<file path="src/design/assert_macros.svh">
// assertion macros shared by the design files
`ifndef ASSERT_MACROS_SVH
`define ASSERT_MACROS_SVH

// same-cycle implication, checked outside reset
`define ASSERT_SAME(lbl, pre, post, msg) \
	lbl: assert property (@(posedge clk) disable iff (!arst_n) (pre) |-> (post)) \
		else $error(msg);

// next-cycle implication, checked outside reset
`define ASSERT_NEXT(lbl, pre, post, msg) \
	lbl: assert property (@(posedge clk) disable iff (!arst_n) (pre) |=> (post)) \
		else $error(msg);

`endif

</file>
<file path="src/design/kceq_pkg.sv">
// types and constants of the key change event queue
`timescale 1ns / 1ps

package kceq_pkg;

	localparam int unsigned KEY_COUNT = 6;
	localparam int unsigned KEY_W     = 3;
	localparam int unsigned CODE_W    = 4;

	// input item kinds
	localparam logic [1:0] KIND_SAMPLE = 2'd0;
	localparam logic [1:0] KIND_READ   = 2'd1;
	localparam logic [1:0] KIND_CLEAR  = 2'd2;

	typedef enum logic [1:0] {
		ST_IDLE,
		ST_SCAN,
		ST_READ
	} state_t;

	typedef logic [CODE_W-1:0] code_t;

endpackage

</file>
<file path="src/design/kceq_ring.sv">
// event ring storage: one write port, one registered read port
`timescale 1ns / 1ps

module kceq_ring #(
	parameter int unsigned DEPTH = 8,
	parameter int unsigned PTR_W = 3
) (
	input  logic                clk,
	input  logic                wr_en,
	input  logic [PTR_W-1:0]    wr_addr,
	input  kceq_pkg::code_t     wr_data,
	input  logic [PTR_W-1:0]    rd_addr,
	output kceq_pkg::code_t     rd_data
);
	import kceq_pkg::*;

	code_t mem [DEPTH];
	code_t rd_data_q;

	always_ff @(posedge clk) begin
		if (wr_en) begin
			mem[wr_addr] <= wr_data;
		end
	end

	always_ff @(posedge clk) begin
		rd_data_q <= mem[rd_addr];
	end

	assign rd_data = rd_data_q;

endmodule

</file>
<file path="src/design/key_change_event_queue.sv">
// key change event queue top level: sequencer, slot pointers and result register
`timescale 1ns / 1ps
`include "assert_macros.svh"

// channel   direction  handshake            payload
// input     in         in_valid / in_ready  kind, key_lines
// result    out        out_valid / out_ready empty_res, key_index, released
//
// key sample: the transfer, then all six keys walked in order through the one shared
//   slot step and full compare
// read: the transfer, then the registered ring read, plus any wait for the result
//   register to drain; clear and unused kinds end with the transfer
// reset clears pointers, previous sample and control; ring contents stay undefined,
//   there is no clearing pass
// a waiting result holds a read, and with it all input, until the result drains

module key_change_event_queue #(
	parameter int unsigned RING_DEPTH = 8
) (
	input  logic       clk,
	input  logic       arst_n,
	input  logic       in_valid,
	output logic       in_ready,
	input  logic [1:0] kind,
	input  logic [5:0] key_lines,
	output logic       out_valid,
	input  logic       out_ready,
	output logic       empty_res,
	output logic [2:0] key_index,
	output logic       released
);
	import kceq_pkg::*;

	localparam int unsigned PTR_W = (RING_DEPTH > 1) ? $clog2(RING_DEPTH) : 1;
	localparam logic [PTR_W-1:0] LAST_SLOT = PTR_W'(RING_DEPTH - 1);
	localparam logic [KEY_W-1:0] LAST_KEY  = KEY_W'(KEY_COUNT - 1);

	state_t state_q, state_d;

	logic [KEY_COUNT-1:0] prev_q;     // last key sample
	logic [KEY_COUNT-1:0] keys_q;     // sample under scan
	logic [KEY_COUNT-1:0] chg_q;      // keys that changed
	logic [KEY_W-1:0]     k_q;        // key being scanned
	logic [PTR_W-1:0]     wr_q;
	logic [PTR_W-1:0]     rd_q;
	logic                 empty_q;    // read found ring empty

	logic                 out_valid_q;
	logic                 empty_res_q;
	logic [KEY_W-1:0]     key_index_q;
	logic                 released_q;

	// shared slot step: write pointer while scanning, read pointer otherwise
	logic [PTR_W-1:0] step_src;
	logic [PTR_W-1:0] step_nxt;
	logic             step_hits_rd;

	logic  take;
	logic  push;
	logic  out_load;
	code_t wr_code;
	code_t rd_code;

	assign step_src     = (state_q == ST_SCAN) ? wr_q : rd_q;
	assign step_nxt     = (step_src == LAST_SLOT) ? '0 : step_src + PTR_W'(1);
	assign step_hits_rd = (step_nxt == rd_q);

	assign in_ready = (state_q == ST_IDLE);
	assign take     = in_valid && in_ready;

	// release flag in the top bit, key index below
	assign wr_code = {~keys_q[k_q], k_q};

	// sequencer: next state and strobes
	always_comb begin
		state_d  = state_q;
		push     = 1'b0;
		out_load = 1'b0;
		case (state_q)
			ST_IDLE: begin
				if (take) begin
					case (kind)
						KIND_SAMPLE: state_d = ST_SCAN;
						KIND_READ:   state_d = ST_READ;
						default:     state_d = ST_IDLE;
					endcase
				end
			end
			ST_SCAN: begin
				// changed key pushes unless the ring is full, then it is dropped
				push = chg_q[k_q] && !step_hits_rd;
				if (k_q == LAST_KEY) begin
					state_d = ST_IDLE;
				end
			end
			ST_READ: begin
				out_load = !out_valid_q || out_ready;
				if (out_load) begin
					state_d = ST_IDLE;
				end
			end
			default: state_d = ST_IDLE;
		endcase
	end

	always_ff @(posedge clk or negedge arst_n) begin
		if (!arst_n) begin
			state_q <= ST_IDLE;
		end else begin
			state_q <= state_d;
		end
	end

	// pointers, sample and scan counter
	always_ff @(posedge clk or negedge arst_n) begin
		if (!arst_n) begin
			prev_q  <= '0;
			wr_q    <= '0;
			rd_q    <= '0;
			k_q     <= '0;
			empty_q <= 1'b0;
		end else begin
			if (take) begin
				case (kind)
					KIND_SAMPLE: begin
						prev_q <= key_lines;
						k_q    <= '0;
					end
					KIND_READ: begin
						empty_q <= (wr_q == rd_q);
					end
					KIND_CLEAR: begin
						wr_q <= '0;
						rd_q <= '0;
					end
					default: begin
					end
				endcase
			end
			if (state_q == ST_SCAN) begin
				k_q <= k_q + KEY_W'(1);
			end
			if (push) begin
				wr_q <= step_nxt;
			end
			if (out_load && !empty_q) begin
				rd_q <= step_nxt;
			end
		end
	end

	// scan payload, no reset needed
	always_ff @(posedge clk) begin
		if (take && kind == KIND_SAMPLE) begin
			keys_q <= key_lines;
			chg_q  <= key_lines ^ prev_q;
		end
	end

	kceq_ring #(
		.DEPTH (RING_DEPTH),
		.PTR_W (PTR_W)
	) u_ring (
		.clk     (clk),
		.wr_en   (push),
		.wr_addr (wr_q),
		.wr_data (wr_code),
		.rd_addr (rd_q),
		.rd_data (rd_code)
	);

	// result register
	always_ff @(posedge clk or negedge arst_n) begin
		if (!arst_n) begin
			out_valid_q <= 1'b0;
		end else if (out_load) begin
			out_valid_q <= 1'b1;
		end else if (out_ready) begin
			out_valid_q <= 1'b0;
		end
	end

	always_ff @(posedge clk) begin
		if (out_load) begin
			empty_res_q <= empty_q;
			key_index_q <= empty_q ? '0 : rd_code[KEY_W-1:0];
			released_q  <= empty_q ? 1'b0 : rd_code[CODE_W-1];
		end
	end

	assign out_valid = out_valid_q;
	assign empty_res = empty_res_q;
	assign key_index = key_index_q;
	assign released  = released_q;

	// a push always leaves at least one event waiting
	`ASSERT_NEXT(a_push_not_empty, push, wr_q != rd_q, "ring empty after a push")
	// an empty report carries no event
	`ASSERT_SAME(a_empty_clean, out_valid_q && empty_res_q,
		key_index_q == '0 && !released_q, "empty result carries event bits")
	// the scan counter stays inside the key set
	`ASSERT_SAME(a_scan_range, state_q == ST_SCAN, k_q <= LAST_KEY, "scan past last key")
	// loading a result makes it visible next cycle
	`ASSERT_NEXT(a_load_shows, out_load, out_valid_q, "loaded result not valid")

endmodule

</file>
<file path="config.mk">
export PLATFORM = sky130hd
export DESIGN_NAME = key_change_event_queue
export DESIGN_NICKNAME = d
export VERILOG_FILES = /design/src/design/kceq_pkg.sv /design/src/design/kceq_ring.sv /design/src/design/key_change_event_queue.sv
export VERILOG_INCLUDE_DIRS = /design/src /design/src/design
export SDC_FILE = /design/constraint.sdc
export NUM_CORES = 1
export LEC_CHECK = 0
export BUFFER_PORTS_ARGS = -buffer_cell sky130_fd_sc_hd__buf_2
export CAP_MARGIN = 20
export CELL_PAD_IN_SITES_DETAIL_PLACEMENT = 1
export CELL_PAD_IN_SITES_GLOBAL_PLACEMENT = 1
export CORE_MARGIN = 1
export CORE_UTILIZATION = 24
export CTS_BUF_LIST = sky130_fd_sc_hd__clkbuf_4 sky130_fd_sc_hd__clkbuf_8
export DETAILED_ROUTE_END_ITERATION = 10
export GPL_TIMING_DRIVEN = 0
export PLACE_DENSITY = 0.46
export SYNTH_ARGS = -nofsm -noshare
export SYNTH_HDL_FRONTEND = slang
export SYNTH_SLANG_ARGS = --single-unit
</file>
<file path="constraint.sdc">
create_clock -name clk -period 5 [get_ports clk]
set_input_delay 0 -clock clk [delete_from_list [all_inputs] [get_ports clk]]
set_output_delay 0 -clock clk [all_outputs]
set_load 0.05 [all_outputs]
</file>
==> flow_summary.ini, run 1 <==
[cts]
root_buffer = clkbuf_8
cts_made_buffers = 9
cts_tree = built
clkSlewWorstSetupHoldPaths_ns = 0.07
clockBufferDepth = 2
h-tree-depth = 3
clock_latency_ns = 0.35
clock-sinks = 72

[route]
vias = 1587
remaining_drc_errors = 0
ant_nets = 0
drt_first_pass_iters = 4
wl_per_cell_um = 14.2
drt-total-wl_um = 5690
first_iter_violations = 60
vias_per_cell = 3.97

[grt]
grtUsageTotal_pct = 9.68
grt_pass1_wl_um = 9140
grt_pass1_vias = 1747
antenna_found_initial = 0
grt_max_degree = 22
grt_overflow = 0

[worst_setup_path]
criticalPathCategory = reg -> reg
cp_data_arrival_time_ns = 3.06
start_kind = flop
reg2reg_setup_slack_ns = 1.91
crit_cells = 8
rr_startpoint = rd_q[1]$_DFFE_PN0P_
cp_top_family = simple AND/OR/NAND/NOR gates
critPathBufInv = 1
cp-endpoint = u_ring.mem[1][1]$_DFFE_PP_
critPathSlowestCell = nor4b_1
critPathMaxFanout = 10
crit_chain = buf_1, nand2_1, o21ai_0, ha_1, xnor3_1, nand4_1, o31ai_1, nor4b_1
cpPeakStageDelay_ns = 0.87
rr_worst_depth = 8
startpoint = rd_q[1]$_DFFE_PN0P_
worstPathRequired_ns = 4.97
r2r_end = u_ring.mem[1][1]$_DFFE_PP_
endpoint_kind = flop

[sta]
finalHoldViolCount = 0
max_clock_freq_mhz = 324
slew_viol_final = 0
finalCritPeriodShare_pct = 61.7
rsz0062_at_grt = false
worst_pin_slew_ns = 1.03
slew_headroom_pct = 30.2
fin_skew_ns = 0.00795
setup_violations = 0
min_period_ns = 3.09
setup_tns_ns = 0
timing.final.ws_setup_ns = 1.91

[synthesis]
ys_warn_count = 0
synth_top_family_by_area = multiplexers
netlist_area_um2 = 3070
syn_area_per_cell_um2 = 16.2
ys_ff_latch = 72
ys_types = 37
synthCells = 190
synth_edf_count = 49
yosysSeqAreaShare_pct = 66.0
syn-num-nets = 205
synth_top_cells_by_count = edfxtp_1 (49), dfrtp_1 (19), nand2_1 (15), mux2_2 (11), xor2_1 (11)
yosys.area.top_type = edfxtp_1
synth.mux.area_fraction_pct = 13.9
ys.flop_type = edfxtp_1
synthSimpleGateAreaFrac_pct = 10.2
synth_fa_ha_area_share_pct = 1.22
synth.most_common_cell = edfxtp_1
synth_top_cell_area_share_pct = 47.9
synthTopCellsByArea = edfxtp_1 (48%), dfrtp_1 (15%), mux4_2 (6.6%)
synth-compound-area-share_pct = 1.83
synth_xor_area_share_pct = 4.16
synthArstFlopShare_pct = 26.4

[finish]
n_antenna_cell = 0
n_fill_cell = 1303
layout.nets = 242
drive_gt1_share_pct = 30.2
syn_to_final_growth_pct = 20.5

[place]
portBuffers = 18
dp_slack_ns = 1.80
dp_hpwl_um = 4010
gp_congestion = 0.658

[die]
die_w_um = 115
floorplan.core_area_um2 = 12300
chipHeight_um = 115
num_rows = 40
io_pins = 19
initial_core_util_pct = 25.0
dieArea_um2 = 13200

[power_and_ir_drop]
powerDensity_nw_per_um2 = 560
ir_worst_vdd_mv = 0.221
leakage_nw = 1.36
power_w = 0.00207

[min_path]
hp-class = in -> reg
min_from = kind[0]

[status]
status = complete, no violations

[job]
max-cap-violations = 0
[metal layers]
| metal | part of all wire (%) | track usage (%) |
|---|---|---|
| met5 | 0 | 0 |
| met4 | 1.3 | 3.64 |
| met3 | 3.6 | 3.80 |
| met2 | 49 | 16.5 |
| met1 | 46 | 11.0 |
[worst min-delay path: cells and delay by family]
family / cells / cell delay (ns)
AO/OA/AOI/OAI: 1 / 0.10
buffers and inverters: 1 / 0.11
AND/OR/NAND/NOR: 1 / 0.10
[how the worst min path moves through the flow]
stage	slack, ns	endpoint	cells after the start
after floorplan	-0.30	empty_q$_DFFE_PN0P_	0
after global placement	0.007	prev_q[4]$_DFFE_PN0P_	1
after detailed placement	-0.004	prev_q[0]$_DFFE_PN0P_	1
after CTS	0.001	state_q[1]$_DFFE_PN0P_	3
after global routing	0.03	state_q[1]$_DFFE_PN0P_	3
final	0.02	state_q[1]$_DFFE_PN0P_	3
[power breakdown]
part	leakage [nW]	internal, W	switching [W]	total [W]
combinational	0.510	0.000275	0.000337	0.000612
sequential	0.719	0.000809	0.0000803	0.000889
clock	0.127	0.000351	0.000220	0.000570
[stage by stage]
step / hold WS, ns / util (%) / cells / cell area [um2]
4_1_cts: 0.00110 / 30.2 / 400 / 3700
2_1_floorplan: -0.296 / - / 190 / 3070
5_1_grt: 0.0314 / 30.2 / 400 / 3700
3_3_place_gp: 0.00656 / 27.5 / 376 / 3370
3_5_place_dp: -0.00356 / 27.5 / 376 / 3370
6_report: 0.0172 / 30.2 / 400 / 3700
[cell families (layout without fill, tap and decap cells)]
group	after synthesis	after routing
compound gates	9	9
fa+ha+maj	3	3
mux	30	30
flops	72	72
simple gates	48	48
buf+inv	15	57
xor+xnor	13	13
[state kept, by name, summed over array words and instances (netlist names)]
register        flops
out_valid           1
empty_res           1
released            1
u_ring.mem         32
rd_q                3
chg_q               6
keys_q              6
prev_q              6
k_q                 3
empty_q             1
u_ring.rd_data      4
wr_q                3
key_index           3
state_q             2
[layout make-up]
class | instances | area, um2 | share of cell area, %
buffer | 11 | 67.6 | 1.83
clock buffer | 11 | 145 | 3.92
clock inverter | 5 | 104 | 2.81
inverter | 4 | 15.0 | 0.406
multi-input combinational | 103 | 960 | 25.9
sequential | 72 | 2030 | 54.8
tap | 168 | 210 | 5.68
timing repair buffer | 26 | 170 | 4.60
[cells in the final DEF, fill, tap and decap left out, types with 4 or more instances in the layout]
master	count
buf_2	21
clkbuf_8	10
dfrtp_1	19
dfxtp_1	4
dlygate4sd3_1	8
edfxtp_1	49
inv_1	4
mux2_2	11
mux2i_1	10
mux4_2	9
nand2_1	15
nor2_1	5
nor2b_1	6
nor3_1	4
nor4_2	5
xor2_1	11
[repair_timing]
item / 4_1_cts / 5_1_grt
endpoints found under the hold margin: 39 / 0
buffers inserted: 0 / 0
hold buffers: 8 / 0
gates resized for setup: 0 / 0
No activity file was read; power rests on OpenSTA's default activity.
==> run 2, diff against run 1 <==
--- a/config.mk
+++ b/config.mk
@@ -6,6 +6,7 @@
 export SDC_FILE = /design/constraint.sdc
 export NUM_CORES = 1
 export LEC_CHECK = 0
+export ABC_AREA = 1
 export BUFFER_PORTS_ARGS = -buffer_cell sky130_fd_sc_hd__buf_2
 export CAP_MARGIN = 20
 export CELL_PAD_IN_SITES_DETAIL_PLACEMENT = 1
@@ -15,7 +16,7 @@
 export CTS_BUF_LIST = sky130_fd_sc_hd__clkbuf_4 sky130_fd_sc_hd__clkbuf_8
 export DETAILED_ROUTE_END_ITERATION = 10
 export GPL_TIMING_DRIVEN = 0
-export PLACE_DENSITY = 0.46
+export PLACE_DENSITY = 0.48
 export SYNTH_ARGS = -nofsm -noshare
 export SYNTH_HDL_FRONTEND = slang
 export SYNTH_SLANG_ARGS = --single-unit
==> constraint.sdc (replaced) <==
create_clock -name clk -period 3 [get_ports clk]
set_input_delay 0 -clock clk [delete_from_list [all_inputs] [get_ports clk]]
set_output_delay 0 -clock clk [all_outputs]
set_load 0.05 [all_outputs]
==> flow_summary.ini, run 2 <==
[place]
place_area_um2 = 3390
dp_cells = 476
dp_hpwl_um = 5040
gp_congestion = 0.698
portBuffers = 18
dp_slack_ns = -0.126

[route]
vias = 2111
wl_per_cell_um = 14.0
ant_nets = 0
drt-total-wl_um = 7020
first_iter_violations = 76
drt_first_pass_iters = 4
remaining_drc_errors = 0
vias_per_cell = 4.22

[finish]
n_fill_cell = 1390
n_antenna_cell = 0
largest_register_ffs = 32
regMostFlops = u_ring.mem
final_cell_mix = nand2_1 (58), edfxtp_1 (49), nor2_1 (37)
postLayoutCellArea_um2 = 3690
fin_util_pct = 29.3
mostFrequentLayoutCell = nand2_1
layout.nets = 338
syn_to_final_growth_pct = 19.6
drive_gt1_share_pct = 18.0
instances_no_fill = 500

[grt]
grt_pass1_wl_um = 11600
grt_overflow = 0
grt_pass1_vias = 2221
grtUsageTotal_pct = 12.0
antenna_found_initial = 0
grt_max_degree = 20

[worst_setup_path]
critPathSlowestCell = nor2_1
cp_top_family = simple AND/OR/NAND/NOR gates
crit_chain = buf_2, clkbuf_1, nand2_1, o21ai_0, ha_1, inv_1, nand2_1, nand3_2, nor2_4, nand3_4, nand3_2, nor2_1
start_kind = flop
rr_startpoint = rd_q[0]$_DFFE_PN0P_
critPathBufInv = 3
critPathMaxFanout = 10
cp_data_arrival_time_ns = 2.77
endpoint_kind = flop
worstPathRequired_ns = 3.00
cpPeakStageDelay_ns = 0.39
startpoint = rd_q[0]$_DFFE_PN0P_
criticalPathCategory = reg -> reg

[synthesis]
ys.flop_type = edfxtp_1
syn_area_per_cell_um2 = 10.8
ys_warn_count = 0
yosys.area.top_type = edfxtp_1
synth_edf_count = 49
ys_ff_latch = 72
yosysSeqAreaShare_pct = 65.7
synth_top_cell_area_share_pct = 47.7
syn-num-nets = 301
ys_types = 28
synthArstFlopShare_pct = 26.4
synth.most_common_cell = nand2_1
synthCells = 286
netlist_area_um2 = 3080
synthTopCellsByArea = edfxtp_1 (48%), dfrtp_1 (15%), nand2_1 (7.1%)
synth_top_cells_by_count = nand2_1 (58), edfxtp_1 (49), nor2_1 (37), o21ai_0 (25)

[die]
io_pins = 19
num_rows = 41
initial_core_util_pct = 24.5
chipHeight_um = 115
die_w_um = 115
dieArea_um2 = 13300
floorplan.core_area_um2 = 12600

[power_and_ir_drop]
ir_worst_vdd_mv = 0.395
powerDensity_nw_per_um2 = 942
leakage_nw = 1.47

[sta]
finalHoldViolCount = 0
rsz0062_at_grt = false
finalCritPeriodShare_pct = 92.5
worst_pin_slew_ns = 0.694
min_period_ns = 2.77
slew_viol_final = 0
timing.final.ws_setup_ns = 0.226
setup_violations = 0
slew_headroom_pct = 53.7
hold_slack_ns = 0.0353
max_clock_freq_mhz = 361
fin_skew_ns = 0.00337

[min_path]
hp-class = in -> reg
min_from = kind[1]

[cts]
cts_tree = built
root_buffer = clkbuf_8
clock-sinks = 72
cts_made_buffers = 9
clkSlewWorstSetupHoldPaths_ns = 0.07
clock_latency_ns = 0.35
cts_setup_buffers = 0
h-tree-depth = 3
clockBufferDepth = 2

[job]
max-cap-violations = 0

[status]
status = complete, no violations
[run 2: per-stage QoR]
stage | setup TNS [ns] | power [W]
5_1_grt | 0 | 0.00375
4_1_cts | 0 | 0.00354
2_1_floorplan | 0 | 0.00236
3_3_place_gp | -0.515 | 0.00271
6_report | 0 | 0.00347
3_5_place_dp | -0.847 | 0.00274
[run 2: cell families (layout without fill, tap and decap cells)]
logic type | count (synthesis) | after routing | synth area share, %
simple gates | 128 | 128 | 18.6
flops | 72 | 72 | 65.7
compound gates | 42 | 42 | 7.51
buf+inv | 33 | 75 | 4.67
xor+xnor | 8 | 8 | 2.27
fa+ha+maj | 3 | 3 | 1.22
[run 2: cell type report]
cell class | count | area, um2 | share of cell area [%]
inverters | 25 | 95.1 | 2.58
plain buffers | 8 | 48.8 | 1.32
multi-input cells | 181 | 932 | 25.3
well taps | 172 | 215 | 5.84
clock inverters | 4 | 45.0 | 1.22
flip-flops and latches | 72 | 2030 | 55.0
repair buffers | 26 | 170 | 4.62
clock buffers | 12 | 153 | 4.14
[run 2: what timing repair did]
| item | CTS | global route |
|---|---|---|
| endpoints found under the hold margin | 39 | 0 |
| endpoints found under the setup margin | 8 | 4 |
| gates resized for setup | 3 | 1 |
| hold buffers | 8 | 0 |
[run 2: path summary, 6_finish.rpt]
kind / to / slack, ns / cells past startpoint
setup reg to reg: u_ring.mem[2][0]$_DFFE_PP_ / 0.23 / 12
hold / removal: empty_q$_DFFE_PN0P_ / 0.04 / 3
min in group asynchronous: prev_q[4]$_DFFE_PN0P_ / 0.14 / 2
max in group asynchronous: rd_q[1]$_DFFE_PN0P_ / 2.53 / 2
setup / recovery: u_ring.mem[2][0]$_DFFE_PP_ / 0.23 / 12
hold reg to reg: prev_q[2]$_DFFE_PN0P_ / 0.50 / 2
[run 2: where the power goes]
| part | internal (W) | switching, W | total, W |
|---|---|---|---|
| sequential | 0.00136 | 0.000161 | 0.00152 |
| combinational | 0.000378 | 0.000800 | 0.00118 |
| clock | 0.000421 | 0.000353 | 0.000775 |
| total | 0.00216 | 0.00131 | 0.00347 |
[run 2: routing by layer]
metal / wire length (um) / global-route usage (%) / vias to the layer above / part of all wire [%]
met5: 0 / 0 / - / 0
met4: 102 / 4.33 / 0 / 1.5
met3: 156 / 3.48 / 10 / 2.2
met2: 3410 / 20.1 / 23 / 49
met1: 3360 / 14.5 / 1035 / 48
li1: - / - / 1043 / -
[run 2: worst register-to-register path, stage by stage, from the launching register on]
cell      delay, ns
dfrtp_1        0.32
buf_2          0.23
clkbuf_1       0.38
nand2_1        0.09
o21ai_0        0.15
ha_1           0.33
inv_1          0.09
nand2_1        0.06
nand3_2        0.11
nor2_4         0.04
nand3_4        0.12
nand3_2        0.12
nor2_1         0.39
==> run 3, diff against run 2 <==
--- a/config.mk
+++ b/config.mk
@@ -17,6 +17,7 @@
 export DETAILED_ROUTE_END_ITERATION = 10
 export GPL_TIMING_DRIVEN = 0
 export PLACE_DENSITY = 0.48
+export RECOVER_POWER = 50
 export SYNTH_ARGS = -nofsm -noshare
 export SYNTH_HDL_FRONTEND = slang
 export SYNTH_SLANG_ARGS = --single-unit
==> flow_summary.ini, run 3 (synthesized netlist as in run 2, its figures left out) <==
[grt]
grt_overflow = 0
grtUsageTotal_pct = 12.0
grt_pass1_vias = 2221
grt_max_degree = 20
grt_pass1_wl_um = 11600
antenna_found_initial = 0

[cts]
clockBufferDepth = 2
clock_latency_ns = 0.35
cts_tree = built
root_buffer = clkbuf_8
h-tree-depth = 3
cts_setup_buffers = 0
clkSlewWorstSetupHoldPaths_ns = 0.07
cts_made_buffers = 9
clock-sinks = 72

[job]
max-cap-violations = 0

[sta]
max_clock_freq_mhz = 361
setup_violations = 0
fin_skew_ns = 0.00430
worst_pin_slew_ns = 1.16
slew_viol_final = 0
slew_headroom_pct = 22.9
setup_tns_ns = 0
finalCritPeriodShare_pct = 92.5
min_period_ns = 2.77
finalHoldViolCount = 0
rsz0062_at_grt = false

[finish]
postLayoutCellArea_um2 = 3670
layout.nets = 338
n_antenna_cell = 0
instances_no_fill = 500
mostFrequentLayoutCell = nand2_1
drive_gt1_share_pct = 13.4
largest_register_ffs = 32
regMostFlops = u_ring.mem
syn_to_final_growth_pct = 19.0
final_cell_mix = nand2_1 (58), edfxtp_1 (49), nor2_1 (37)

[die]
die_w_um = 115
floorplan.core_area_um2 = 12600
io_pins = 19
num_rows = 41
initial_core_util_pct = 24.5
dieArea_um2 = 13300
chipHeight_um = 115

[worst_setup_path]
worstPathRequired_ns = 3.00
endpoint_kind = flop
cp_data_arrival_time_ns = 2.77
start_kind = flop
crit_chain = buf_2, clkbuf_1, nand2_1, o21ai_0, ha_1, inv_1, nand2_1, nand3_2, nor2_4, nand3_4, nand3_2, nor2_1
cp_top_family = simple AND/OR/NAND/NOR gates
critPathBufInv = 3
criticalPathCategory = reg -> reg
critPathMaxFanout = 10
cpPeakStageDelay_ns = 0.39
critPathSlowestCell = nor2_1

[place]
portBuffers = 18
gp_congestion = 0.698
dp_hpwl_um = 5040
dp_cells = 476
place_area_um2 = 3390

[route]
met3_length_um = 187
dr_wl_met2_um = 3410
drt-total-wl_um = 7030
drt_first_pass_iters = 4
wl_met1_um = 3330
wl_per_cell_um = 14.1
first_iter_violations = 77
remaining_drc_errors = 0
highest_layer = met4
ant_nets = 0
vias = 2112
vias_per_cell = 4.22

[power_and_ir_drop]
leakage_nw = 1.43
ir_worst_vdd_mv = 0.393
powerDensity_nw_per_um2 = 945

[min_path]
hp-class = in -> reg

[status]
status = complete, no violations
==> run 3: metrics by stage <==
step | worst slack [ns] | utilization (%) | total power [W] | hold slack (ns)
after CTS | 0.0659 | 29.3 | 0.00354 | 0.0167
final | 0.226 | 29.2 | 0.00347 | 0.0353
after detailed placement | -0.126 | 27.0 | 0.00274 | -0.000905
after global routing | 0.00333 | 29.2 | 0.00374 | 0.0494
after global placement | -0.0817 | 27.0 | 0.00271 | -0.00555
after floorplan | 0.686 | - | 0.00236 | -0.296
==> run 3: power by group <==
| part | total [W] | switching (W) | leakage, nW | internal [W] |
|---|---|---|---|---|
| combinational | 0.00117 | 0.000800 | 0.597 | 0.000373 |
| clock | 0.000774 | 0.000352 | 0.107 | 0.000421 |
| sequential | 0.00152 | 0.000161 | 0.723 | 0.00136 |
==> run 3: worst register-to-register path: cells and delay by family, from the launching register on <==
kind,cells,cell delay [ns]
AND/OR/NAND/NOR,7,0.93
buffers and inverters,3,0.70
flip-flops,1,0.32
adder cells (fa/ha/maj),1,0.33
AO/OA/AOI/OAI,1,0.15
==> run 3: final cells by class <==
class | count | area (um2)
Sequential cell | 72 | 2030
Buffer | 8 | 48.8
Fill cell | 1393 | 8900
Tap cell | 172 | 215
Multi-Input combinational cell | 181 | 932
Timing Repair Buffer | 26 | 153
Inverter | 25 | 95.1
Clock buffer | 12 | 153
Clock inverter | 4 | 45.0
==> run 3: path summary, 6_finish.rpt <==
path / end / slack, ns / start / depth (start not counted)
setup reg to reg: u_ring.mem[2][0]$_DFFE_PP_ / 0.23 / rd_q[0]$_DFFE_PN0P_ / 12
min in group asynchronous: prev_q[4]$_DFFE_PN0P_ / 0.40 / arst_n / 2
hold reg to reg: prev_q[2]$_DFFE_PN0P_ / 0.50 / prev_q[2]$_DFFE_PN0P_ / 2
setup / recovery: u_ring.mem[2][0]$_DFFE_PP_ / 0.23 / rd_q[0]$_DFFE_PN0P_ / 12
hold / removal: empty_q$_DFFE_PN0P_ / 0.04 / kind[1] / 3
max in group asynchronous: rd_q[1]$_DFFE_PN0P_ / 1.91 / arst_n / 2
==> run 3: repair_timing <==
action / CTS / global route
hold buffers: 8 / 0
setup endpoints to repair: 8 / 4
resized for setup: 3 / 1
hold endpoints to repair: 39 / 0
==> run 3: per-layer routing <==
layer,vias up,global-route usage [%]
li1,1043,-
met1,1034,14.5
met2,25,20.1
met3,10,3.48
met4,0,4.33
met5,-,0
